`src/rtl/core/sfrc_pkg.sv`:
```
// Shared types and constants for the serial frame receiver with checksum.
// Holds the controller state type, the status codes and the command and
// status structs between controller and datapath. No dependencies.
`default_nettype none

package sfrc_pkg;

    // Field widths fixed by the frame format.
    localparam int BYTE_W       = 8;
    localparam int COUNT_W      = 16;
    localparam int BYTE_COUNT_W = 7;
    localparam int MAXLEN_W     = 6;
    localparam int CFG_INDEX_W  = 2;

    // Frame layout: two headers, length, command, payload, checksum.
    localparam logic [BYTE_COUNT_W-1:0] POS_SECOND_HEADER = 7'd1;
    localparam logic [BYTE_COUNT_W-1:0] POS_LENGTH        = 7'd2;
    localparam logic [BYTE_COUNT_W-1:0] POS_COMMAND       = 7'd3;
    localparam logic [BYTE_COUNT_W-1:0] POS_PAYLOAD       = 7'd4;
    localparam logic [BYTE_COUNT_W-1:0] MIN_COMPLETE      = 7'd3;
    localparam logic [8:0]              FRAME_OVERHEAD    = 9'd5;

    // Configuration register indexes.
    localparam logic [CFG_INDEX_W-1:0] CFG_HEADER_FIRST  = 2'd0;
    localparam logic [CFG_INDEX_W-1:0] CFG_HEADER_SECOND = 2'd1;
    localparam logic [CFG_INDEX_W-1:0] CFG_MAX_PAYLOAD   = 2'd2;

    // Configuration reset values.
    localparam logic [BYTE_W-1:0]   RESET_HEADER_FIRST  = 8'hAA;
    localparam logic [BYTE_W-1:0]   RESET_HEADER_SECOND = 8'h55;
    localparam logic [MAXLEN_W-1:0] RESET_MAX_PAYLOAD   = 6'd32;

    // Result status codes.
    typedef enum logic [1:0] {
        STAT_GOOD     = 2'd0,
        STAT_FORMAT   = 2'd1,
        STAT_CHECKSUM = 2'd2
    } status_t;

    // Controller states.
    typedef enum logic [1:0] {
        ST_HUNT,
        ST_RECV,
        ST_DRAIN
    } state_t;

    // Commands from the controller to the datapath.
    typedef struct packed {
        logic    start;        // first header seen: clear frame fields
        logic    take;         // fold the accepted byte into the frame
        logic    emit;         // load a single status word into the output
        status_t emit_status;
        logic    inc_good;
        logic    inc_format;
        logic    inc_checksum;
        logic    drain_start;  // read payload entry zero
        logic    drain_load;   // move the read payload byte to the output
    } ctrl_cmd_t;

    // Status from the datapath to the controller.
    typedef struct packed {
        logic out_free;     // output register is empty or being taken
        logic start_match;  // incoming byte equals the first header
        logic buf_full;     // byte count reaches the buffer size
        logic complete;     // frame holds all its bytes
        logic len_over;     // length above the accepted maximum
        logic hdr_bad;      // second header mismatch
        logic sum_bad;      // checksum mismatch
        logic len_zero;     // empty payload
        logic drain_last;   // current drain byte is the final one
    } dp_status_t;

endpackage

`default_nettype wire

```
`src/rtl/core/sfrc_ram.sv`:
```
// Generic single-port-write, single-port-read RAM with registered read data.
// Used for the payload store. No dependencies.
`default_nettype none

module sfrc_ram #(
    parameter int WIDTH = 8,
    parameter int DEPTH = 32
) (
    input  wire logic                     aclk,
    input  wire logic                     wr_en,
    input  wire logic [$clog2(DEPTH)-1:0] wr_addr,
    input  wire logic [WIDTH-1:0]         wr_data,
    input  wire logic                     rd_en,
    input  wire logic [$clog2(DEPTH)-1:0] rd_addr,
    output logic      [WIDTH-1:0]         rd_data
);

    logic [WIDTH-1:0] mem_reg [DEPTH];

    // Write port and registered read port.
    always_ff @(posedge aclk) begin
        if (wr_en) begin
            mem_reg[wr_addr] <= wr_data;
        end
        if (rd_en) begin
            rd_data <= mem_reg[rd_addr];
        end
    end

endmodule

`default_nettype wire

```
`src/rtl/core/sfrc_ctrl.sv`:
```
// Controller state machine of the serial frame receiver.
// Depends on sfrc_pkg for the state type and the command and status structs.
`default_nettype none

module sfrc_ctrl (
    input  wire logic                   aclk,
    input  wire logic                   aresetn,
    input  wire logic                   s_tvalid,
    output logic                        s_tready,
    input  wire sfrc_pkg::dp_status_t   dp_status,
    output sfrc_pkg::ctrl_cmd_t         cmd
);

    import sfrc_pkg::*;

    state_t state_reg;
    state_t state_next;
    logic   accept;

    // State register.
    always_ff @(posedge aclk) begin
        if (!aresetn) begin
            state_reg <= ST_HUNT;
        end else begin
            state_reg <= state_next;
        end
    end

    assign accept = s_tvalid && s_tready;

    // Next state and commands.
    always_comb begin
        state_next       = state_reg;
        s_tready         = 1'b0;
        cmd              = '0;
        cmd.emit_status  = STAT_GOOD;
        case (state_reg)
            ST_HUNT: begin
                s_tready = dp_status.out_free;
                if (accept && dp_status.start_match) begin
                    cmd.start  = 1'b1;
                    state_next = ST_RECV;
                end
            end
            ST_RECV: begin
                s_tready = dp_status.out_free;
                if (accept) begin
                    cmd.take = 1'b1;
                    if (dp_status.buf_full) begin
                        cmd.inc_format  = 1'b1;
                        cmd.emit        = 1'b1;
                        cmd.emit_status = STAT_FORMAT;
                        state_next      = ST_HUNT;
                    end else if (dp_status.complete) begin
                        state_next = ST_HUNT;
                        if (dp_status.len_over) begin
                            cmd.inc_format  = 1'b1;
                            cmd.emit        = 1'b1;
                            cmd.emit_status = STAT_FORMAT;
                        end else if (dp_status.hdr_bad || dp_status.sum_bad) begin
                            cmd.inc_checksum = 1'b1;
                            cmd.emit         = 1'b1;
                            cmd.emit_status  = STAT_CHECKSUM;
                        end else begin
                            cmd.inc_good = 1'b1;
                            if (dp_status.len_zero) begin
                                cmd.emit        = 1'b1;
                                cmd.emit_status = STAT_GOOD;
                            end else begin
                                cmd.drain_start = 1'b1;
                                state_next      = ST_DRAIN;
                            end
                        end
                    end
                end
            end
            ST_DRAIN: begin
                if (dp_status.out_free) begin
                    cmd.drain_load = 1'b1;
                    if (dp_status.drain_last) begin
                        state_next = ST_HUNT;
                    end
                end
            end
            default: begin
                state_next = ST_HUNT;
            end
        endcase
    end

endmodule

`default_nettype wire

```
`src/rtl/core/sfrc_datapath.sv`:
```
// Datapath of the serial frame receiver: frame fields, running sum, counters,
// configuration registers, payload RAM and output register.
// Depends on sfrc_pkg and sfrc_ram.
`default_nettype none

module sfrc_datapath #(
    parameter int MAX_PAYLOAD = 32,
    parameter int BUFFER_SIZE = 64
) (
    input  wire logic                                  aclk,
    input  wire logic                                  aresetn,
    input  wire logic [sfrc_pkg::BYTE_W-1:0]           s_tdata,
    input  wire logic                                  cfg_valid,
    output logic                                       cfg_ready,
    input  wire logic [sfrc_pkg::CFG_INDEX_W-1:0]      cfg_index,
    input  wire logic [sfrc_pkg::BYTE_W-1:0]           cfg_data,
    output logic                                       m_tvalid,
    input  wire logic                                  m_tready,
    output logic [3*sfrc_pkg::BYTE_W+3*sfrc_pkg::COUNT_W-1:0] m_tdata,
    output logic [2:0]                                 m_tuser,
    output logic                                       m_tlast,
    input  wire sfrc_pkg::ctrl_cmd_t                   cmd,
    output sfrc_pkg::dp_status_t                       dp_status
);

    import sfrc_pkg::*;

    localparam int AW = $clog2(MAX_PAYLOAD);
    localparam logic [BYTE_COUNT_W-1:0] BUFFER_LIMIT = BYTE_COUNT_W'(BUFFER_SIZE);
    localparam logic [BYTE_COUNT_W-1:0] STORE_LIMIT  = BYTE_COUNT_W'(MAX_PAYLOAD);
    localparam logic [BYTE_W-1:0]       MAX_LIMIT    = BYTE_W'(MAX_PAYLOAD);

    // Configuration registers.
    logic [BYTE_W-1:0]   header_first_reg;
    logic [BYTE_W-1:0]   header_second_reg;
    logic [MAXLEN_W-1:0] max_payload_reg;

    // Frame state.
    logic [BYTE_COUNT_W-1:0] byte_count_reg, byte_count_next;
    logic [BYTE_W-1:0]       second_header_reg, second_header_next;
    logic [BYTE_W-1:0]       frame_length_reg, frame_length_next;
    logic [BYTE_W-1:0]       frame_command_reg, frame_command_next;
    logic [BYTE_W-1:0]       running_sum_reg, running_sum_next;
    logic [COUNT_W-1:0]      good_reg, good_next;
    logic [COUNT_W-1:0]      format_reg, format_next;
    logic [COUNT_W-1:0]      checksum_reg, checksum_next;
    logic [AW-1:0]           drain_idx_reg, drain_idx_next;

    // Output register.
    logic                out_valid_reg;
    status_t             out_status_reg;
    logic [BYTE_W-1:0]   out_command_reg;
    logic [BYTE_W-1:0]   out_length_reg;
    logic [BYTE_W-1:0]   out_data_reg;
    logic                out_dv_reg;
    logic                out_last_reg;
    logic [COUNT_W-1:0]  out_good_reg;
    logic [COUNT_W-1:0]  out_format_reg;
    logic [COUNT_W-1:0]  out_checksum_reg;

    // Byte folding.
    logic [BYTE_COUNT_W-1:0] cnt_inc;
    logic [BYTE_COUNT_W-1:0] pay_idx;
    logic                    in_payload;
    logic [BYTE_W-1:0]       sh_eff, len_eff, cmd_eff, sum_eff;
    logic [MAXLEN_W-1:0]     limit;

    // Payload RAM.
    logic              ram_wr_en;
    logic              ram_rd_en;
    logic [AW-1:0]     ram_rd_addr;
    logic [BYTE_W-1:0] ram_rd_data;
    logic [BYTE_W-1:0] drain_next_pos;

    assign cfg_ready = 1'b1;

    // Configuration writes.
    always_ff @(posedge aclk) begin
        if (!aresetn) begin
            header_first_reg  <= RESET_HEADER_FIRST;
            header_second_reg <= RESET_HEADER_SECOND;
            max_payload_reg   <= RESET_MAX_PAYLOAD;
        end else if (cfg_valid) begin
            case (cfg_index)
                CFG_HEADER_FIRST:  header_first_reg  <= cfg_data;
                CFG_HEADER_SECOND: header_second_reg <= cfg_data;
                CFG_MAX_PAYLOAD:   max_payload_reg   <= cfg_data[MAXLEN_W-1:0];
                default: ;
            endcase
        end
    end

    // Effect of the incoming byte on the frame fields.
    always_comb begin
        cnt_inc    = byte_count_reg + 7'd1;
        pay_idx    = byte_count_reg - POS_PAYLOAD;
        in_payload = (byte_count_reg >= POS_PAYLOAD)
                     && ({1'b0, pay_idx} < frame_length_reg);
        sh_eff     = (byte_count_reg == POS_SECOND_HEADER) ? s_tdata : second_header_reg;
        len_eff    = (byte_count_reg == POS_LENGTH) ? s_tdata : frame_length_reg;
        cmd_eff    = (byte_count_reg == POS_COMMAND) ? s_tdata : frame_command_reg;
        if ((byte_count_reg == POS_LENGTH) || (byte_count_reg == POS_COMMAND) || in_payload) begin
            sum_eff = running_sum_reg + s_tdata;
        end else begin
            sum_eff = running_sum_reg;
        end
        limit = (BYTE_W'(max_payload_reg) < MAX_LIMIT) ? max_payload_reg
                                                      : MAX_LIMIT[MAXLEN_W-1:0];
    end

    assign ram_wr_en = cmd.take && in_payload && (pay_idx < STORE_LIMIT);

    // Status toward the controller.
    always_comb begin
        dp_status.out_free    = !out_valid_reg || m_tready;
        dp_status.start_match = (s_tdata == header_first_reg);
        dp_status.buf_full    = (cnt_inc >= BUFFER_LIMIT);
        dp_status.complete    = (cnt_inc >= MIN_COMPLETE)
                                && ({2'b00, cnt_inc} >= FRAME_OVERHEAD + {1'b0, len_eff});
        dp_status.len_over    = (len_eff > BYTE_W'(limit));
        dp_status.hdr_bad     = (sh_eff != header_second_reg);
        dp_status.sum_bad     = (sum_eff != s_tdata);
        dp_status.len_zero    = (len_eff == '0);
        dp_status.drain_last  = (drain_next_pos == frame_length_reg);
    end

    assign drain_next_pos = BYTE_W'(drain_idx_reg) + 8'd1;

    // Next values of the frame fields, counters and drain index.
    always_comb begin
        byte_count_next    = byte_count_reg;
        second_header_next = second_header_reg;
        frame_length_next  = frame_length_reg;
        frame_command_next = frame_command_reg;
        running_sum_next   = running_sum_reg;
        drain_idx_next     = drain_idx_reg;
        ram_rd_en          = 1'b0;
        ram_rd_addr        = drain_idx_reg;
        if (cmd.start) begin
            byte_count_next    = POS_SECOND_HEADER;
            second_header_next = '0;
            frame_length_next  = '0;
            frame_command_next = '0;
            running_sum_next   = '0;
        end else if (cmd.take) begin
            byte_count_next    = cnt_inc;
            second_header_next = sh_eff;
            frame_length_next  = len_eff;
            frame_command_next = cmd_eff;
            running_sum_next   = sum_eff;
        end
        good_next     = cmd.inc_good     ? good_reg + 16'd1     : good_reg;
        format_next   = cmd.inc_format   ? format_reg + 16'd1   : format_reg;
        checksum_next = cmd.inc_checksum ? checksum_reg + 16'd1 : checksum_reg;
        if (cmd.drain_start) begin
            ram_rd_en      = 1'b1;
            ram_rd_addr    = '0;
            drain_idx_next = '0;
        end else if (cmd.drain_load && !dp_status.drain_last) begin
            ram_rd_en      = 1'b1;
            ram_rd_addr    = drain_next_pos[AW-1:0];
            drain_idx_next = drain_next_pos[AW-1:0];
        end
    end

    // Frame field and counter registers.
    always_ff @(posedge aclk) begin
        if (!aresetn) begin
            good_reg          <= '0;
            format_reg        <= '0;
            checksum_reg      <= '0;
            byte_count_reg    <= '0;
            second_header_reg <= '0;
            frame_length_reg  <= '0;
            frame_command_reg <= '0;
            running_sum_reg   <= '0;
            drain_idx_reg     <= '0;
        end else begin
            good_reg          <= good_next;
            format_reg        <= format_next;
            checksum_reg      <= checksum_next;
            byte_count_reg    <= byte_count_next;
            second_header_reg <= second_header_next;
            frame_length_reg  <= frame_length_next;
            frame_command_reg <= frame_command_next;
            running_sum_reg   <= running_sum_next;
            drain_idx_reg     <= drain_idx_next;
        end
    end

    // Output register: a status word, or one payload byte of the drain.
    always_ff @(posedge aclk) begin
        if (!aresetn) begin
            out_valid_reg <= 1'b0;
        end else if (cmd.emit || cmd.drain_load) begin
            out_valid_reg <= 1'b1;
        end else if (m_tready) begin
            out_valid_reg <= 1'b0;
        end
        if (cmd.emit) begin
            out_status_reg   <= cmd.emit_status;
            out_command_reg  <= cmd_eff;
            out_length_reg   <= len_eff;
            out_data_reg     <= '0;
            out_dv_reg       <= 1'b0;
            out_last_reg     <= 1'b1;
            out_good_reg     <= good_next;
            out_format_reg   <= format_next;
            out_checksum_reg <= checksum_next;
        end else if (cmd.drain_load) begin
            out_status_reg   <= STAT_GOOD;
            out_command_reg  <= frame_command_reg;
            out_length_reg   <= frame_length_reg;
            out_data_reg     <= ram_rd_data;
            out_dv_reg       <= 1'b1;
            out_last_reg     <= dp_status.drain_last;
            out_good_reg     <= good_reg;
            out_format_reg   <= format_reg;
            out_checksum_reg <= checksum_reg;
        end
    end

    assign m_tvalid = out_valid_reg;
    assign m_tlast  = out_last_reg;
    assign m_tuser  = {out_dv_reg, out_status_reg};
    assign m_tdata  = {out_checksum_reg, out_format_reg, out_good_reg,
                       out_data_reg, out_length_reg, out_command_reg};

    // Payload store.
    sfrc_ram #(
        .WIDTH (BYTE_W),
        .DEPTH (MAX_PAYLOAD)
    ) u_payload_ram (
        .aclk    (aclk),
        .wr_en   (ram_wr_en),
        .wr_addr (pay_idx[AW-1:0]),
        .wr_data (s_tdata),
        .rd_en   (ram_rd_en),
        .rd_addr (ram_rd_addr),
        .rd_data (ram_rd_data)
    );

endmodule

`default_nettype wire

```
`src/rtl/core/serial_frame_receiver_checksum.sv`:
```
// Top level of the serial frame receiver with additive checksum.
// Depends on sfrc_pkg, sfrc_ctrl, sfrc_datapath and sfrc_ram.
//
// The block takes received bytes as words on the s_ channel, hunts for the
// first header byte and collects the frame (second header, length, command,
// payload, checksum). Input words are taken back to back while a frame is
// being collected; they are held off only while the output register is full
// and not being taken. When a good frame with L payload bytes completes, the
// payload is read back from the payload RAM's registered read port one byte
// per cycle while the output register is free, and no input word is taken
// during this drain. Errors and empty frames give one status word at once.
// Word order on the m_ channel is kept under any backpressure.
`default_nettype none

module serial_frame_receiver_checksum #(
    parameter int MAX_PAYLOAD = 32,
    parameter int BUFFER_SIZE = 64
) (
    input  wire logic        aclk,
    input  wire logic        aresetn,
    // Received byte.
    input  wire logic        s_tvalid,
    output logic             s_tready,
    input  wire logic [7:0]  s_tdata,   // [7:0] rx_byte
    // Configuration write channel.
    input  wire logic        cfg_valid,
    output logic             cfg_ready,
    input  wire logic [1:0]  cfg_index,
    input  wire logic [7:0]  cfg_data,
    // Result words.
    output logic             m_tvalid,
    input  wire logic        m_tready,
    // [7:0] command, [15:8] payload_length, [23:16] data_byte,
    // [39:24] good_count, [55:40] format_error_count,
    // [71:56] checksum_error_count
    output logic [71:0]      m_tdata,
    output logic [2:0]       m_tuser,   // [1:0] status, [2] data_valid
    output logic             m_tlast    // last
);

    import sfrc_pkg::*;

    ctrl_cmd_t  cmd;
    dp_status_t dp_status;

    // Frame sequencing.
    sfrc_ctrl u_ctrl (
        .aclk      (aclk),
        .aresetn   (aresetn),
        .s_tvalid  (s_tvalid),
        .s_tready  (s_tready),
        .dp_status (dp_status),
        .cmd       (cmd)
    );

    // Frame fields, counters, payload store and output register.
    sfrc_datapath #(
        .MAX_PAYLOAD (MAX_PAYLOAD),
        .BUFFER_SIZE (BUFFER_SIZE)
    ) u_datapath (
        .aclk      (aclk),
        .aresetn   (aresetn),
        .s_tdata   (s_tdata),
        .cfg_valid (cfg_valid),
        .cfg_ready (cfg_ready),
        .cfg_index (cfg_index),
        .cfg_data  (cfg_data),
        .m_tvalid  (m_tvalid),
        .m_tready  (m_tready),
        .m_tdata   (m_tdata),
        .m_tuser   (m_tuser),
        .m_tlast   (m_tlast),
        .cmd       (cmd),
        .dp_status (dp_status)
    );

endmodule

`default_nettype wire
```
`config.mk`:
```
export PLATFORM = sky130hd
export DESIGN_NAME = serial_frame_receiver_checksum
export DESIGN_NICKNAME = d
export VERILOG_FILES = /design/src/rtl/core/sfrc_pkg.sv /design/src/rtl/core/sfrc_ram.sv /design/src/rtl/core/sfrc_ctrl.sv /design/src/rtl/core/sfrc_datapath.sv /design/src/rtl/core/serial_frame_receiver_checksum.sv
export SDC_FILE = /design/constraint.sdc
export NUM_CORES = 1
export LEC_CHECK = 0
export BUFFER_PORTS_ARGS = -buffer_cell sky130_fd_sc_hd__buf_2
export CORE_ASPECT_RATIO = 1.4
export CORE_MARGIN = 2
export CORE_UTILIZATION = 35
export CTS_CLUSTER_DIAMETER = 60
export DETAILED_ROUTE_END_ITERATION = 10
export PLACE_DENSITY = 0.5
export REMOVE_ABC_BUFFERS = 1
export SLEW_MARGIN = 20
export SYNTH_ARGS = -nofsm -noshare
export SYNTH_HDL_FRONTEND = slang
export SYNTH_SLANG_ARGS = --single-unit
```
`constraint.sdc`:
```
create_clock -name aclk -period 6 [get_ports aclk]
set_input_delay 0.6 -clock aclk [delete_from_list [all_inputs] [get_ports aclk]]
set_output_delay 0.6 -clock aclk [all_outputs]
set_load 0.03 [all_outputs]
```
* Word level (Yosys, flattened, before mapping)
Memory sizes are Yosys's and may differ from the RTL's. A register that Yosys moved wholly into a read port is not among the register bits.
Cells that the tools add are included.
W data, S select, Z words.
** Storage, ports and cells
- Register bits after elaboration :: 193
- RAM bits :: 256
- Bits of input ports :: 23
- Output and inout bits :: 79
- Logic and storage cells :: 146
- Memories :: 1
** Cells by class
- $add $sub $neg :: 8
- Magnitude comparators :: 8
- Eq/ne operators :: 16
- Muxes and demuxes :: 62
- Bitwise operators :: 1
- Reduce and logical (&&, ||, !) cells :: 26
** Memories
- u_datapath.u_payload_ram.mem_reg :: depth 32, width 8, rd ports 1, clocked after memory_dff 1, wr ports 1, line sfrc_ram.sv:18 : logic [WIDTH-1:0] mem_reg [DEPTH];
** Operator list (count)
- $mux W16 :: 9
- $mux W8 :: 10
- $add A16 B1 Y16 const B :: 3
- $mux W2 :: 13
- $mux W1 :: 21
- $ne A8 B8 Y1 :: 2
- $eq A7 B2 Y1 const B :: 2
- $mux W3 :: 4
- $mux W5 :: 2
- $add A3 B8 Y9 const A :: 1
- $ge A7 B9 Y1 :: 1
- $add A8 B8 Y8 :: 1
- $eq A6 B8 Y1 :: 1
- $eq A8 B8 Y1 :: 1
- $gt A8 B6 Y1 :: 1
- $logic_not A8 Y1 :: 1
- $lt A7 B8 Y1 :: 1
- $add A7 B1 Y7 const B :: 1
- $eq A7 B1 Y1 const B :: 1
- $ge A7 B2 Y1 const B :: 1
- $ge A7 B3 Y1 const B :: 1
- $ge A7 B7 Y1 const B :: 1
- $logic_and A1 B1 Y1 :: 7
- $lt A7 B6 Y1 const B :: 1
- 19 further kinds :: 34

* Depth between registers and ports, before layout
Gate-level depths: netlist (run 1).
- Depth after elaboration :: 17
- Depth in mapped cells :: 26
- Gate-level depth less buffers :: 21

* Hierarchy
A second synthesis (run 1) with hierarchy kept.
** Unflattened totals
- Cells, all modules :: 1428
- Area total of the unflattened synthesis :: 20188.1 um^2
** By module, submodules not included
- sfrc_ram :: times used 1, cells an instance 417, area each 10133.5 um^2, sequential area each 7927.6 um^2
- sfrc_datapath :: times used 1, cells an instance 983, area each 9825.7 um^2, sequential area each 4484.3 um^2
- sfrc_ctrl :: times used 1, cells an instance 28, area each 229.0 um^2, sequential area each 40.0 um^2

* Least setup slack after synthesis (run 1)
OpenSTA, ideal clock, no wires.
- Kind :: flip-flop to flip-flop
- Start :: register u_datapath.byte_count_reg[2]
- End :: register u_datapath.out_checksum_reg[0], enable pin
- Setup time :: 711 ps
- Arrival time :: 5356 ps
- Data required time :: 5289 ps
- Slack :: -67 ps
- Cell stages (with the launch flop) :: 23
- Buffers on the path :: 4
- Period minus slack after synthesis :: 6067 ps
- Cell sequence :: dfxtp_1 clkbuf_1 inv_1 ha_1 nor4b_2 and2_1 clkbuf_1 clkbuf_1 mux2i_1 inv_1 ha_1 nor2_1 nor2_1 xnor2_1 ha_1 a21oi_1 o21a_1 o21ai_0 a31oi_1 nor2_1 nand2b_1 clkbuf_1 nand2_1
** Between the ends
- Elaborated cells between the ends (all ways) :: 31
- Classes of those cells :: add/sub (3); order compare (6); eq/ne (5); mux (10); reduce/logical (7)
** RTL lines
- start: declaration :: line sfrc_datapath.sv:39 : logic [BYTE_COUNT_W-1:0] byte_count_reg, byte_count_next;
- start signal: assignment :: line sfrc_datapath.sv:182 : byte_count_reg <= byte_count_next;
- $eq A7 B2 Y1 * :: line sfrc_datapath.sv:100 : len_eff = (byte_count_reg == POS_LENGTH) ? s_tdata : frame_length_reg;
- $mux W8 * :: line sfrc_datapath.sv:100
- via u_datapath.len_eff[0] :: line sfrc_datapath.sv:65 : logic [BYTE_W-1:0] sh_eff, len_eff, cmd_eff, sum_eff;
- parallel branches: the longest is 4 deep, another holds $add A3 B8 Y9
- $mux W7 * :: line sfrc_ctrl.sv:54 : end else if (dp_status.complete) begin
- $mux W3 * :: line sfrc_ctrl.sv:49 : if (dp_status.buf_full) begin
- $mux W8 * :: line sfrc_ctrl.sv:47 : if (accept) begin
- $mux W8 * :: line sfrc_ctrl.sv:37 : case (state_reg)
- $reduce_bool A2 Y1 (no line) *
- end signal: assignment :: line sfrc_datapath.sv:209 : out_checksum_reg <= checksum_next;
- end signal: assignment :: line sfrc_datapath.sv:219 : out_checksum_reg <= checksum_reg;
- end: declaration :: line sfrc_datapath.sv:59 : logic [COUNT_W-1:0] out_checksum_reg;
Mark *: on every way through the listed nets, which the timed path passes.
A chain may end at the register's enable or synchronous reset.

* Worst setup path in the final report (run 1)
- Start :: register u_datapath.byte_count_reg[2]
- End :: register u_datapath.out_good_reg[15] (data pin)
** Between the ends
- Elaborated cells between the ends (all ways) :: 35
- Classes of those cells :: add/sub (3); order compare (6); eq/ne (5); mux (15); reduce/logical (6)
** RTL lines
- $eq A7 B2 Y1 * :: line sfrc_datapath.sv:100
- $mux W8 * :: line sfrc_datapath.sv:100
- via u_datapath.len_eff[1] :: line sfrc_datapath.sv:65
- $add A3 B8 Y9 / $logic_not A8 Y1 (equally long branches) :: line sfrc_datapath.sv:119, sfrc_datapath.sv:123
- $ge A7 B9 Y1 / $mux W3 (equally long branches) :: line sfrc_datapath.sv:119, sfrc_ctrl.sv:66
- $logic_and A1 B1 Y1 / $mux W3 (equally long branches) :: line sfrc_datapath.sv:119, sfrc_ctrl.sv:60
- $mux W7 * :: line sfrc_ctrl.sv:54
- $mux W1 / $mux W7 (equally long branches) :: line sfrc_ctrl.sv:49, sfrc_ctrl.sv:54
- $mux W8 * :: line sfrc_ctrl.sv:47
- $mux W8 * :: line sfrc_ctrl.sv:37
- $mux W16 / $mux W8 (equally long branches) :: line sfrc_datapath.sv:152, sfrc_ctrl.sv:37
- $mux W16 * :: line sfrc_datapath.sv:200 : if (cmd.emit) begin
- end signal: assignment :: line sfrc_datapath.sv:207 : out_good_reg <= good_next;
- end signal: assignment :: line sfrc_datapath.sv:217 : out_good_reg <= good_reg;
- end: declaration :: line sfrc_datapath.sv:57 : logic [COUNT_W-1:0] out_good_reg;
The timed path passes the listed nets; every way through them passes the cells marked *.

==> results of run 1 <==
[per-stage QoR]
stage / instances / worst slack [ns] / util, %
5_1_grt: 2658 / 0.1476 / 40.70
6_report: 2659 / 0.5567 / 40.71
2_1_floorplan: 1682 / -0.09321 / -
3_3_place_gp: 2566 / 0.5923 / 37.94
4_1_cts: 2658 / 0.4173 / 40.68
3_5_place_dp: 2566 / 0.4436 / 37.95
[worst paths after layout]
check / startpoint / endpoint / slack (ns)
worst min register to register: u_datapath.out_data_reg[6]$_SDFFE_PN0P_ / u_datapath.out_data_reg[6]$_SDFFE_PN0P_ / 0.45
worst max register to register: u_datapath.byte_count_reg[2]$_SDFFE_PP0P_ / u_datapath.out_good_reg[15]$_DFFE_PP_ / 0.56
worst min-delay path: cfg_data[7] / u_datapath.header_first_reg[7]$_SDFFE_PN1P_ / 0.25
worst max-delay path: u_datapath.byte_count_reg[2]$_SDFFE_PP0P_ / u_datapath.out_good_reg[15]$_DFFE_PP_ / 0.56
[per-layer routing]
| layer | up-vias | part of all wire, % | track usage (%) |
|---|---|---|---|
| met3 | 96 | 4.1 | 2.851 |
| met5 | - | 0 | 0 |
| li1 | 6600 | - | - |
| met1 | 6807 | 39 | 21.20 |
| met4 | 0 | 3.4 | 6.755 |
| met2 | 334 | 53 | 35.51 |
[what timing repair did]
| action | in CTS | in global routing |
|---|---|---|
| resized for setup | 0 | 3 |
| endpoints found under the setup margin | 0 | 1 |
| hold buffers | 0 | 0 |
[final cells by class]
class                           instances  area share (%)
Antenna cell                            1         0.01069
Clock buffer                           62           5.531
Clock inverter                         30           1.154
Inverter                               38          0.6092
Multi-Input combinational cell       1187           31.95
Sequential cell                       457           53.18
Tap cell                              742           3.965
Timing Repair Buffer                  142           3.591
[power breakdown]
part	switching (mW)	internal, mW
combinational	0.0961	0.0372
clock	1.30	1.68
sequential	0.00486	3.37
[logic make-up after synthesis]
logic type,after synthesis
simple gates,673
flops,457
compound gates,258
buf+inv,129
xor+xnor,117
mux,97
fa+ha+maj,41
other cells,1
[worst min-delay path: cells and delay by family]
kind | cells | cell delay, ns
mux | 1 | 0.06
buf+inv | 1 | 0.09
simple gates | 1 | 0.05
[cells in the final DEF (no fill, tap or decap), types with 17 or more instances in the layout]
master     synthesis  final
nor2_1           132    132
buf_4              2     40
inv_1             38     38
nand3_1           76     76
mux2_2            17     17
dfxtp_1          127    127
buf_2              5    100
nor3_1            40     39
mux2i_1           78     78
xnor2_1           70     69
a21oi_1           55     55
edfxtp_1         330    330
ha_1              40     40
and2_1            48     47
o21ai_0           61     61
clkbuf_16          0     49
nor2b_1           31     31
xor2_1            46     45
nand2_1          268    265
==> key figures, run 1 <==
Outcome
  • Outcome: finished clean

STA
  • Clk_skew: 0.03980 ns
  • Slew headroom: around 28%
  • RSZ-0062 raised after global routing: false
  • Endpoints failing hold: 0
  • # setup viols final: 0
  • Final Max Tran Viols: 0
  • Fin Setup TNS: 0 ns
  • Hold slack: 0.2503 ns
  • Worst Tran Pin Value: 1.073 ns
  • Tcrit/Tclk final: 90.72%
  • Fmax: ~180 MHz
  • Minimum clock period: approximately 5.4 ns

Hold path
  • Hold path cells: 3
  • Hold WC Path Type: in -> reg

Route
  • Via density: around 5.2
  • Routed WL: ~57 mm
  • Initial DRC count: 904
  • Per-cell routed wire length: 21.34 um
  • Pre-antenna DRT Iters: 7
  • Vias post-DR: between 10,000 and 15,000
  • Antenna Violating Nets Remaining: 0
  • Drt drc: 0

Critical path
  • Startpoint Class: flop
  • Largest stage delay on the critical path: approximately 0.63 ns
  • Crit Path Max Fanout: 12
  • Crit end category: flop
  • Crit path buf inv count: 2
  • Setup CP Type: reg -> reg
  • CP cell instances: inv_1 -> ha_1 -> nor4b_2 -> and2_1 -> a21oi_1 -> inv_1 -> ha_1 -> nor2_1 -> nor2_1 -> xnor2_1 -> ha_1 -> nand2_1 -> o21a_1 -> o21ai_0 -> o2111ai_1 -> or4_1 -> or3_4 -> or2_1 -> nor4_4 -> xor2_1
  • CP Data Arrival Time: roughly 5.8 ns
  • Crit-path slowest cell: or4_1
  • CP dominant cell by count: ha_1
  • Top Family by Delay on Critical Path: simple AND/OR/NAND/NOR gates
  • WP data required: between 6 and 7 ns
  • Worst r2r path cells: 20
  • Critical Path Stages: 20

Die
  • Die Y: around 290 um
  • Full die area: 60,160 um^2
  • Die width: approximately 210 um
  • CORE AREA: between 50,000 and 60,000 um^2
  • Initial core utilization: between 30% and 40%
  • # rows: between 100 and 150
  • Ports: 102

Yosys
  • Yosys reg bits: roughly 460
  • Synth Area in XOR/XNOR: between 5 and 6%
  • Leading area contributor after synthesis: edfxtp_1
  • Main synth FF type: edfxtp_1
  • Unique masters post-synth: 71
  • Asr flop ratio synth: 0%
  • Mux cell area share after synthesis: under 10%
  • Post-Synth Adder-Cell Area: 2.556%
  • Avg Inst Size Synth: 11.49 um^2
  • Most frequent cell after synthesis: edfxtp_1
  • Synth Area in Compound Gates: under 10%
  • Post-synth EDFFs: between 300 and 400
  • Post-Syn Area: between 20,000 and 25,000 um^2
  • Combinational family with the most area after synthesis: simple AND/OR/NAND/NOR gates
  • Area contributors post-synth: edfxtp_1, dfxtp_1, nand2_1
  • Sequential area share after synthesis: approximately 61%
  • Synthesized netlist cell count: 1,773
  • Top cell type's share of synthesized area: approximately half
  • Synth warnings: 0
  • Synth Area in Simple Gates: between 10% and 20%
  • Top cells by count, synth: edfxtp_1, nand2_1, nor2_1

Power and ir drop
  • Leak pwr: 8.157 nW
  • Total power: about 6.5 mW
  • Maximum vdd ir drop: about 0.22 mV
  • Pwr/cell area: ~280 nW/um^2

Placement
  • GPL Wtd Cong: between 0.8 and 0.9
  • HPWL Detailed: 39.32 mm
  • Number of I/O port buffers: 100
  • DP Area: 21,830 um^2

Global route
  • First-pass GRT wire length: roughly 87 mm
  • Gr ovfl total: 0
  • Vias in the first global route: 14,100
  • Initial antenna violation count: 2
  • GRT Resource Usage Total: a little under a fifth
  • Pin count of the biggest net entering global routing: between 70 and 80

Cells and area
  • Fin nets: about 1,900
  • Register Area: 12,450 um^2
  • Fraction of layout cells with a size suffix above 1: 13.31%
  • Filler cells: approximately 5,500
  • Post-route cell area: about 23,000 um^2
  • Number of flip-flops in the largest register: 256
  • Area grow syn2layout: 14.96%
  • Area occupied by multi-input gates: roughly 7500 um^2

Clock tree
  • Clock root cell: clkbuf_16
  • Clock Sinks: approximately 460
  • Clock Path Buffers: 3
  • H-tree Lvls: 2
  • Worst skew pair latency: between 0.6 and 0.7 ns
  • Clk pin slew, worst setup/hold paths: 0.06 ns
  • TritonCTS Buffers: around 50
  • Setup Fix Bufs, Post-CTS: 0
  • CTS tree: built

Run
  • Max cap viols: 0
No activity file was read; power rests on OpenSTA's default activity.
==> run 2: changes to the inputs <==
Settings changed: BUFFER_PORTS_ARGS -buffer_cell sky130_fd_sc_hd__buf_2 to default, DONT_BUFFER_PORTS from default to 1, PLACE_DENSITY 0.5 to 0.49.
==> run 2 against run 1 <==
Net effect: hold slack got worse by 0.17 ns; final cell count fell by 4.4%; non-clock buffer count fell by 114; worst setup slack got worse by 0.14 ns; largest power group unchanged; wire length fell by 2.0%; clock power fell by 1%; highest routed layer unchanged; sequential share of layout area rose by 1.5 points; maximum frequency fell by 2.5%.
==> key figures, run 2 (synthesis gave the netlist of run 1 again) <==
Power and ir drop
  • Sw frac: 20.91% (-0.70 points)
  • Total power: 6.375 mW (-1.8%)
  • Pwr/cell area: 279.9 nW/um^2 (+0.94%)
  • Clock power frac: 46.1% (+0.2 points)
  • Leak pwr: 7.776 nW (-4.7%)
  • Pint: 5.042 mW (-0.91%)
  • Switching pwr: 1.333 mW (-5.0%)
  • Power share of the sequential group: 53.0% (+0.9 points)
  • Maximum vdd ir drop: 0.1948 mV (-10%)
  • Combinational share of power: 0.9% (-1.2 points)

Route
  • Initial DRC count: 707 (-22%)
  • Vias post-DR: 13,280 (-4.1%)
  • Pre-antenna DRT Iters: 7 (unchanged)
  • Per-cell routed wire length: 21.86 um (+2.4%)
  • Antenna Violating Nets Remaining: 0 (unchanged)
  • Via density: 5.221 (+0.32%)
  • Drt drc: 0 (unchanged)
  • Routed WL: 55.58 mm (-2.0%)

Clock tree
  • Setup Fix Bufs, Post-CTS: 0 (unchanged)
  • TritonCTS Buffers: 49 (unchanged)
  • H-tree Lvls: 2 (unchanged)
  • Worst skew pair latency: 0.61 ns (about the same)
  • CTS tree: built
  • Clock root cell: clkbuf_16
  • Clock Sinks: 457 (unchanged)
  • Clock Path Buffers: 3 (unchanged)
  • Clk pin slew, worst setup/hold paths: 0.06 ns (about the same)
  • Hold_buf cts: 0 (unchanged)
  • Post-CTS sizing: 0 (unchanged)

Critical path
  • Largest stage delay on the critical path: 0.61 ns (-0.02 ns)
  • Setup CP Type: reg -> reg
  • RR Startpoint: u_datapath.byte_count_reg[3]$_SDFFE_PP0P_
  • Crit end category: flop
  • Startpoint Class: flop
  • Reg2Reg Capture Point: u_datapath.out_good_reg[15]$_DFFE_PP_
  • WP data required: 6.35 ns (+0.02 ns)
  • CP Data Arrival Time: 5.93 ns (+0.15 ns)
  • Top Family by Delay on Critical Path: simple AND/OR/NAND/NOR gates
  • R2R setup slack: 0.42 ns (-0.14 ns)
  • Crit Path Max Fanout: 16 (+4)
  • Crit path buf inv count: 3 (+1)
  • Worst r2r path cells: 20 (unchanged)
  • CP cell instances: inv_1 -> ha_1 -> nor4b_2 -> buf_4 -> and2_1 -> buf_4 -> nand2_1 -> o21ai_1 -> a311oi_1 -> xnor2_1 -> ha_1 -> nand2_1 -> o21a_1 -> o21ai_0 -> o2111ai_1 -> or4_1 -> or3_1 -> or2_1 -> nor4_4 -> xor2_1
  • Crit-path slowest cell: or4_1

Global route
  • Vias in the first global route: 13,580 (-3.7%)
  • Pin count of the biggest net entering global routing: 78 (+1.3%)
  • GRT Resource Usage Total: 18.25% (-0.46 points)
  • Initial antenna violation count: 0 (-2)
  • First-pass GRT wire length: 83.92 mm (-3.0%)
  • Gr ovfl total: 0 (unchanged)

Cells and area
  • Fraction of layout cells with a size suffix above 1: 7.607% (-5.7 points)
  • Core Util, Final: 39.60% (-1.1 points)
  • Filler cells: 5,602 (+1.1%)
  • Non-filler cells, final: 2,543 (-4.4%)
  • Most frequent cells in the layout: edfxtp_1, nand2_1, nor2_1
  • Post-route cell area: 22,780 um^2 (-2.7%)
  • Fin nets: 1,825 (-5.9%)
  • # diodes: 0 (-1)
  • Area grow syn2layout: 11.84%
  • Number of flip-flops in the largest register: 256 (unchanged)
  • Leading cell type in the layout, fill and taps excluded: edfxtp_1

STA
  • Slew headroom: 29.21% (+1.0 points)
  • Worst Tran Pin Value: 1.058 ns (-0.01533 ns)
  • Clk_skew: 0.05708 ns (+0.01728 ns)
  • Tcrit/Tclk final: 93.07% (+2.3 points)
  • Final Max Tran Viols: 0 (unchanged)
  • RSZ-0062 raised after global routing: false
  • Endpoints failing hold: 0 (unchanged)
  • Hold slack: 0.08449 ns (-0.1658 ns)
  • Fmax: 179.1 MHz (-2.5%)
  • # setup viols final: 0 (unchanged)
  • Minimum clock period: 5.584 ns (+0.1409 ns)

Hold path
  • WHS Endpoint: u_datapath.u_payload_ram.mem_reg[11][2]$_DFFE_PP_
  • Hold WC Path Type: in -> reg
  • Worst Min Path Start: s_tdata[2]
  • Hold path cells: 0 (-3)

Die
  • Initial core utilization: 35.41% (unchanged)
  • Die width: 207.9 um (unchanged)
  • Die Y: 289.4 um (unchanged)
  • Full die area: 60,160 um^2 (unchanged)
  • # rows: 104 (unchanged)
  • Ports: 102 (unchanged)
  • CORE AREA: 57,520 um^2 (unchanged)

Placement
  • GPL Wtd Cong: 0.8572 (about the same)
  • DP Area: 21,230 um^2 (-2.8%)
  • HPWL Detailed: 35.91 mm (-8.7%)
  • Number of I/O port buffers: 0 (-100%)
  • Placed instance count: 2,452 (-4.4%)

Run
  • Max cap viols: 0 (unchanged)

Outcome
  • Outcome: finished clean
[run 2: cell count changes in the layout (fill, tap and decap cells not counted), sizes merged]
| cell | change |
|---|---|
| buf | -114 |
| bufinv | -2 |
| clkbuf | +1 |
| clkinv | +5 |
| clkinvlp | -6 |
| diode | -1 |
| inv | +1 |
[run 2: through the flow]
step / TNS [ns] / setup slack (ns)
floorplan: -0.6525 / -0.09321
global placement: 0 / 0.5462
detailed placement: 0 / 0.3982
CTS: 0 / 0.4064
global route: 0 / 0.02482
finish: 0 / 0.4158
[run 2: worst max path at each step]
| stage | from | endpoint | slack (ns) | depth (start not counted) |
|---|---|---|---|---|
| 2_1_floorplan | u_datapath.drain_idx_reg[0]$_SDFF_PN0_ | u_datapath.u_payload_ram.rd_data[0]$_DFFE_PP_ | -0.09 | 11 |
| 5_1_grt | u_datapath.byte_count_reg[3]$_SDFFE_PP0P_ | u_datapath.out_good_reg[15]$_DFFE_PP_ | 0.02 | 22 |
| 3_3_place_gp | u_datapath.byte_count_reg[3]$_SDFFE_PP0P_ | u_datapath.out_good_reg[15]$_DFFE_PP_ | 0.55 | 20 |
| 4_1_cts | u_datapath.byte_count_reg[3]$_SDFFE_PP0P_ | u_datapath.out_good_reg[15]$_DFFE_PP_ | 0.41 | 20 |
| 6_report | u_datapath.byte_count_reg[3]$_SDFFE_PP0P_ | u_datapath.out_good_reg[15]$_DFFE_PP_ | 0.42 | 20 |
| 3_5_place_dp | u_datapath.byte_count_reg[3]$_SDFFE_PP0P_ | u_datapath.out_good_reg[15]$_DFFE_PP_ | 0.40 | 20 |
[run 2: metal layers]
| metal | vias up | track usage (%) | share of wire, % |
|---|---|---|---|
| met5 | - | 0 | 0 |
| met4 | 0 | 5.922 | 2.7 |
| met3 | 81 | 3.122 | 4.4 |
| met2 | 287 | 33.91 | 52 |
| met1 | 6544 | 21.32 | 40 |
| li1 | 6364 | - | - |
[run 2: power groups by stage]
stage / clock network [mW] / registers [mW] / logic, mW
CTS: 3.02 / 3.38 / 0.0567
floorplan: 0 / 3.45 / 0.0457
finish: 2.94 / 3.38 / 0.0560
global placement: 0 / 3.45 / 0.0559
global route: 3.13 / 3.38 / 0.0617
detailed placement: 0 / 3.45 / 0.0564
[run 2: worst reg2reg max path: stages, from the launching register on]
cell and delay, ns:
dfxtp_1 0.48, inv_1 0.15, ha_1 0.21, nor4b_2 0.15
buf_4 0.17, and2_1 0.22, buf_4 0.21, nand2_1 0.07
o21ai_1 0.22, a311oi_1 0.47, xnor2_1 0.14, ha_1 0.30
nand2_1 0.05, o21a_1 0.16, o21ai_0 0.21, o2111ai_1 0.23
or4_1 0.61, or3_1 0.57, or2_1 0.42, nor4_4 0.21
xor2_1 0.10
[run 2: cell type report]
cell class / instances / area [um^2] / share of cell area (%)
sequential: 457 / 12450 / 54.67
multi-input combinational: 1187 / 7467 / 32.78
clock buffer: 63 / 1341 / 5.889
tap: 742 / 928.4 / 4.076
timing repair buffer: 28 / 235.2 / 1.033
clock inverter: 28 / 211.5 / 0.9283
inverter: 38 / 142.6 / 0.6262
==> run 3: changes to the inputs <==
Settings changed: PLACE_DENSITY 0.49 to 0.47.
Clock period 6 ns to 5.2 ns, I/O delays scaled along.
==> run 3 against run 2 <==
Net effect: sequential cell count unchanged; critical path type unchanged; highest routed layer unchanged; sequential power rose by 15%; largest cell class unchanged; global-route usage grew 0.31 points.
==> key figures, run 3 (synthesis gave the netlist of run 1 again) <==
Critical path
  • WP data required: 5.68 ns (-0.67 ns)
  • CP Data Arrival Time: 5.28 ns (-0.65 ns)
  • Crit end category: flop
  • Setup CP Type: reg -> reg
  • Crit Path Max Fanout: 16 (unchanged)
  • Startpoint Class: flop

Placement
  • GPL Wtd Cong: 0.8993 (+4.9%)
  • HPWL Detailed: 36.43 mm (+1.5%)
  • Number of I/O port buffers: 0 (unchanged)

STA
  • Fmax: 208.3 MHz (+16%)
  • Endpoints failing hold: 0 (unchanged)
  • Fin Setup TNS: 0 ns (unchanged)
  • Slew headroom: 25.79% (-3.4 points)
  • Final Max Tran Viols: 0 (unchanged)
  • Worst Tran Pin Value: 1.109 ns (+0.05114 ns)
  • Clk_skew: 0.02987 ns (-0.02720 ns)
  • Tcrit/Tclk final: 92.32% (-0.75 points)
  • # setup viols final: 0 (unchanged)
  • Minimum clock period: 4.801 ns (-0.7834 ns)
  • Hold slack: 0.04136 ns (-0.04314 ns)
  • RSZ-0062 raised after global routing: false

Route
  • Routed WL: 56.25 mm (+1.2%)
  • Drt drc: 0 (unchanged)
  • Per-cell routed wire length: 21.74 um (-0.55%)
  • Vias post-DR: 13,480 (+1.5%)
  • Pre-antenna DRT Iters: 5 (-2)
  • Via density: 5.207 (-0.26%)
  • Initial DRC count: 922 (+30%)
  • Antenna Violating Nets Remaining: 0 (unchanged)

Die
  • Full die area: 60,160 um^2 (unchanged)
  • Die width: 207.9 um (unchanged)
  • # rows: 104 (unchanged)
  • Ports: 102 (unchanged)
  • CORE AREA: 57,520 um^2 (unchanged)
  • Die Y: 289.4 um (unchanged)
  • Initial core utilization: 35.41% (unchanged)

Power and ir drop
  • Leak pwr: 7.972 nW (+2.5%)
  • Maximum vdd ir drop: 0.2313 mV (+19%)
  • Pwr/cell area: 318.8 nW/um^2 (+14%)

Run
  • Max cap viols: 0 (unchanged)

Clock tree
  • Clk pin slew, worst setup/hold paths: 0.06 ns (about the same)
  • Clock Sinks: 457 (unchanged)
  • TritonCTS Buffers: 47 (-4.1%)
  • Clock Path Buffers: 3 (unchanged)
  • H-tree Lvls: 2 (unchanged)
  • CTS tree: built
  • Clock root cell: clkbuf_16
  • Worst skew pair latency: 0.60 ns (about the same)

Cells and area
  • Fraction of layout cells with a size suffix above 1: 9.593% (+2.0 points)
  • Core Util, Final: 40.27% (+0.67 points)
  • Leading cell type in the layout, fill and taps excluded: edfxtp_1
  • Fin nets: 1,870 (+2.5%)
  • Number of flip-flops in the largest register: 256 (unchanged)
  • Area grow syn2layout: 13.73%
  • Filler cells: 5,579 (-0.41%)
  • Most frequent cells in the layout: edfxtp_1, nand2_1, nor2_1

Global route
  • Initial antenna violation count: 3 (+3)
  • First-pass GRT wire length: 85.01 mm (+1.3%)
  • Pin count of the biggest net entering global routing: 70 (-10%)
  • Vias in the first global route: 13,730 (+1.1%)
  • Gr ovfl total: 0 (unchanged)
  • GRT Resource Usage Total: 18.56% (+0.31 points)

Hold path
  • Hold WC Path Type: in -> reg

Outcome
  • Outcome: finished clean
-- run 3: changes by cell type in the layout (fill, tap and decap cells not counted), moves of 2 or more --
cell and change:
clkbuf_1 +5, clkinv_4 +3, inv_6 -2, inv_8 -2
clkinv_2 -4, clkinvlp_4 +5, clkbuf_8 +3, dlygate4sd3_1 +10
clkinv_1 -10, clkbuf_16 -4, buf_4 +37, bufinv_16 +2
-- run 3: timing repair --
item	4_1_cts	5_1_grt
hold buffers	10	0
setup endpoints to repair	0	8
endpoints found under the hold margin	116	0
setup buffers	0	0
gates resized for setup	0	3
-- run 3: worst max-delay path, stage by stage, from the launching register on --
cell and delay, ns:
dfxtp_1 0.31, inv_1 0.11, ha_1 0.18, nor4b_2 0.31, and2_1 0.26, buf_4 0.23
nand2_1 0.07, o21ai_1 0.27, ha_1 0.34, a21oi_1 0.21, o211ai_1 0.12, a21oi_1 0.13
o21ai_0 0.23, a21o_1 0.25, nor4_2 0.26, buf_4 0.28, or2_2 0.24, nor3_1 0.08
o31ai_1 0.48, buf_4 0.21, o31a_1 0.12
-- run 3: per-stage QoR --
step / instances / setup slack (ns) / area (um^2) / power (mW)
after floorplan: 1682 / -0.8932 / 20000 / 4.029
after global placement: 2489 / 0.3455 / 21490 / 4.043
after detailed placement: 2489 / 0.2960 / 21490 / 4.043
after CTS: 2587 / 0.2542 / 23150 / 7.483
after global routing: 2587 / 0.03465 / 23160 / 7.607
final: 2588 / 0.3992 / 23160 / 7.384
-- run 3: area by class of cell --
class	instances	area, um^2	area share (%)
sequential	457	12450	53.76
multi-input combinational	1187	7467	32.24
clock buffer	67	1301	5.618
tap	742	928.4	4.008
timing repair buffer	75	613.1	2.647
clock inverter	21	254.0	1.097
inverter	38	142.6	0.6158
antenna	1	2.502	0.01080
-- run 3: power by group --
group / total [mW] / switching [mW] / internal [mW]
Clock: 3.40 / 1.47 / 1.92
Sequential: 3.90 / 0.00549 / 3.89
Combinational: 0.0886 / 0.0519 / 0.0366
Total: 7.38 / 1.53 / 5.85
-- run 3: path summary, 6_finish.rpt --
check	slack, ns	depth (start not counted)	end	from
worst max-delay path	0.40	20	u_datapath.u_payload_ram.rd_data[3]$_DFFE_PP_	u_datapath.byte_count_reg[3]$_SDFFE_PP0P_
worst min-delay path	0.04	0	u_datapath.u_payload_ram.mem_reg[18][4]$_DFFE_PP_	s_tdata[4]
worst max register to register	0.40	20	u_datapath.u_payload_ram.rd_data[3]$_DFFE_PP_	u_datapath.byte_count_reg[3]$_SDFFE_PP0P_
worst min register to register	0.46	2	u_datapath.second_header_reg[1]$_SDFFE_PP0P_	u_datapath.second_header_reg[1]$_SDFFE_PP0P_
-- run 3: per-layer routing --
layer	track usage (%)	share of wire, %
met4	6.135	2.8
met5	0	0
met2	34.49	52
met1	21.64	40
met3	3.176	4.6
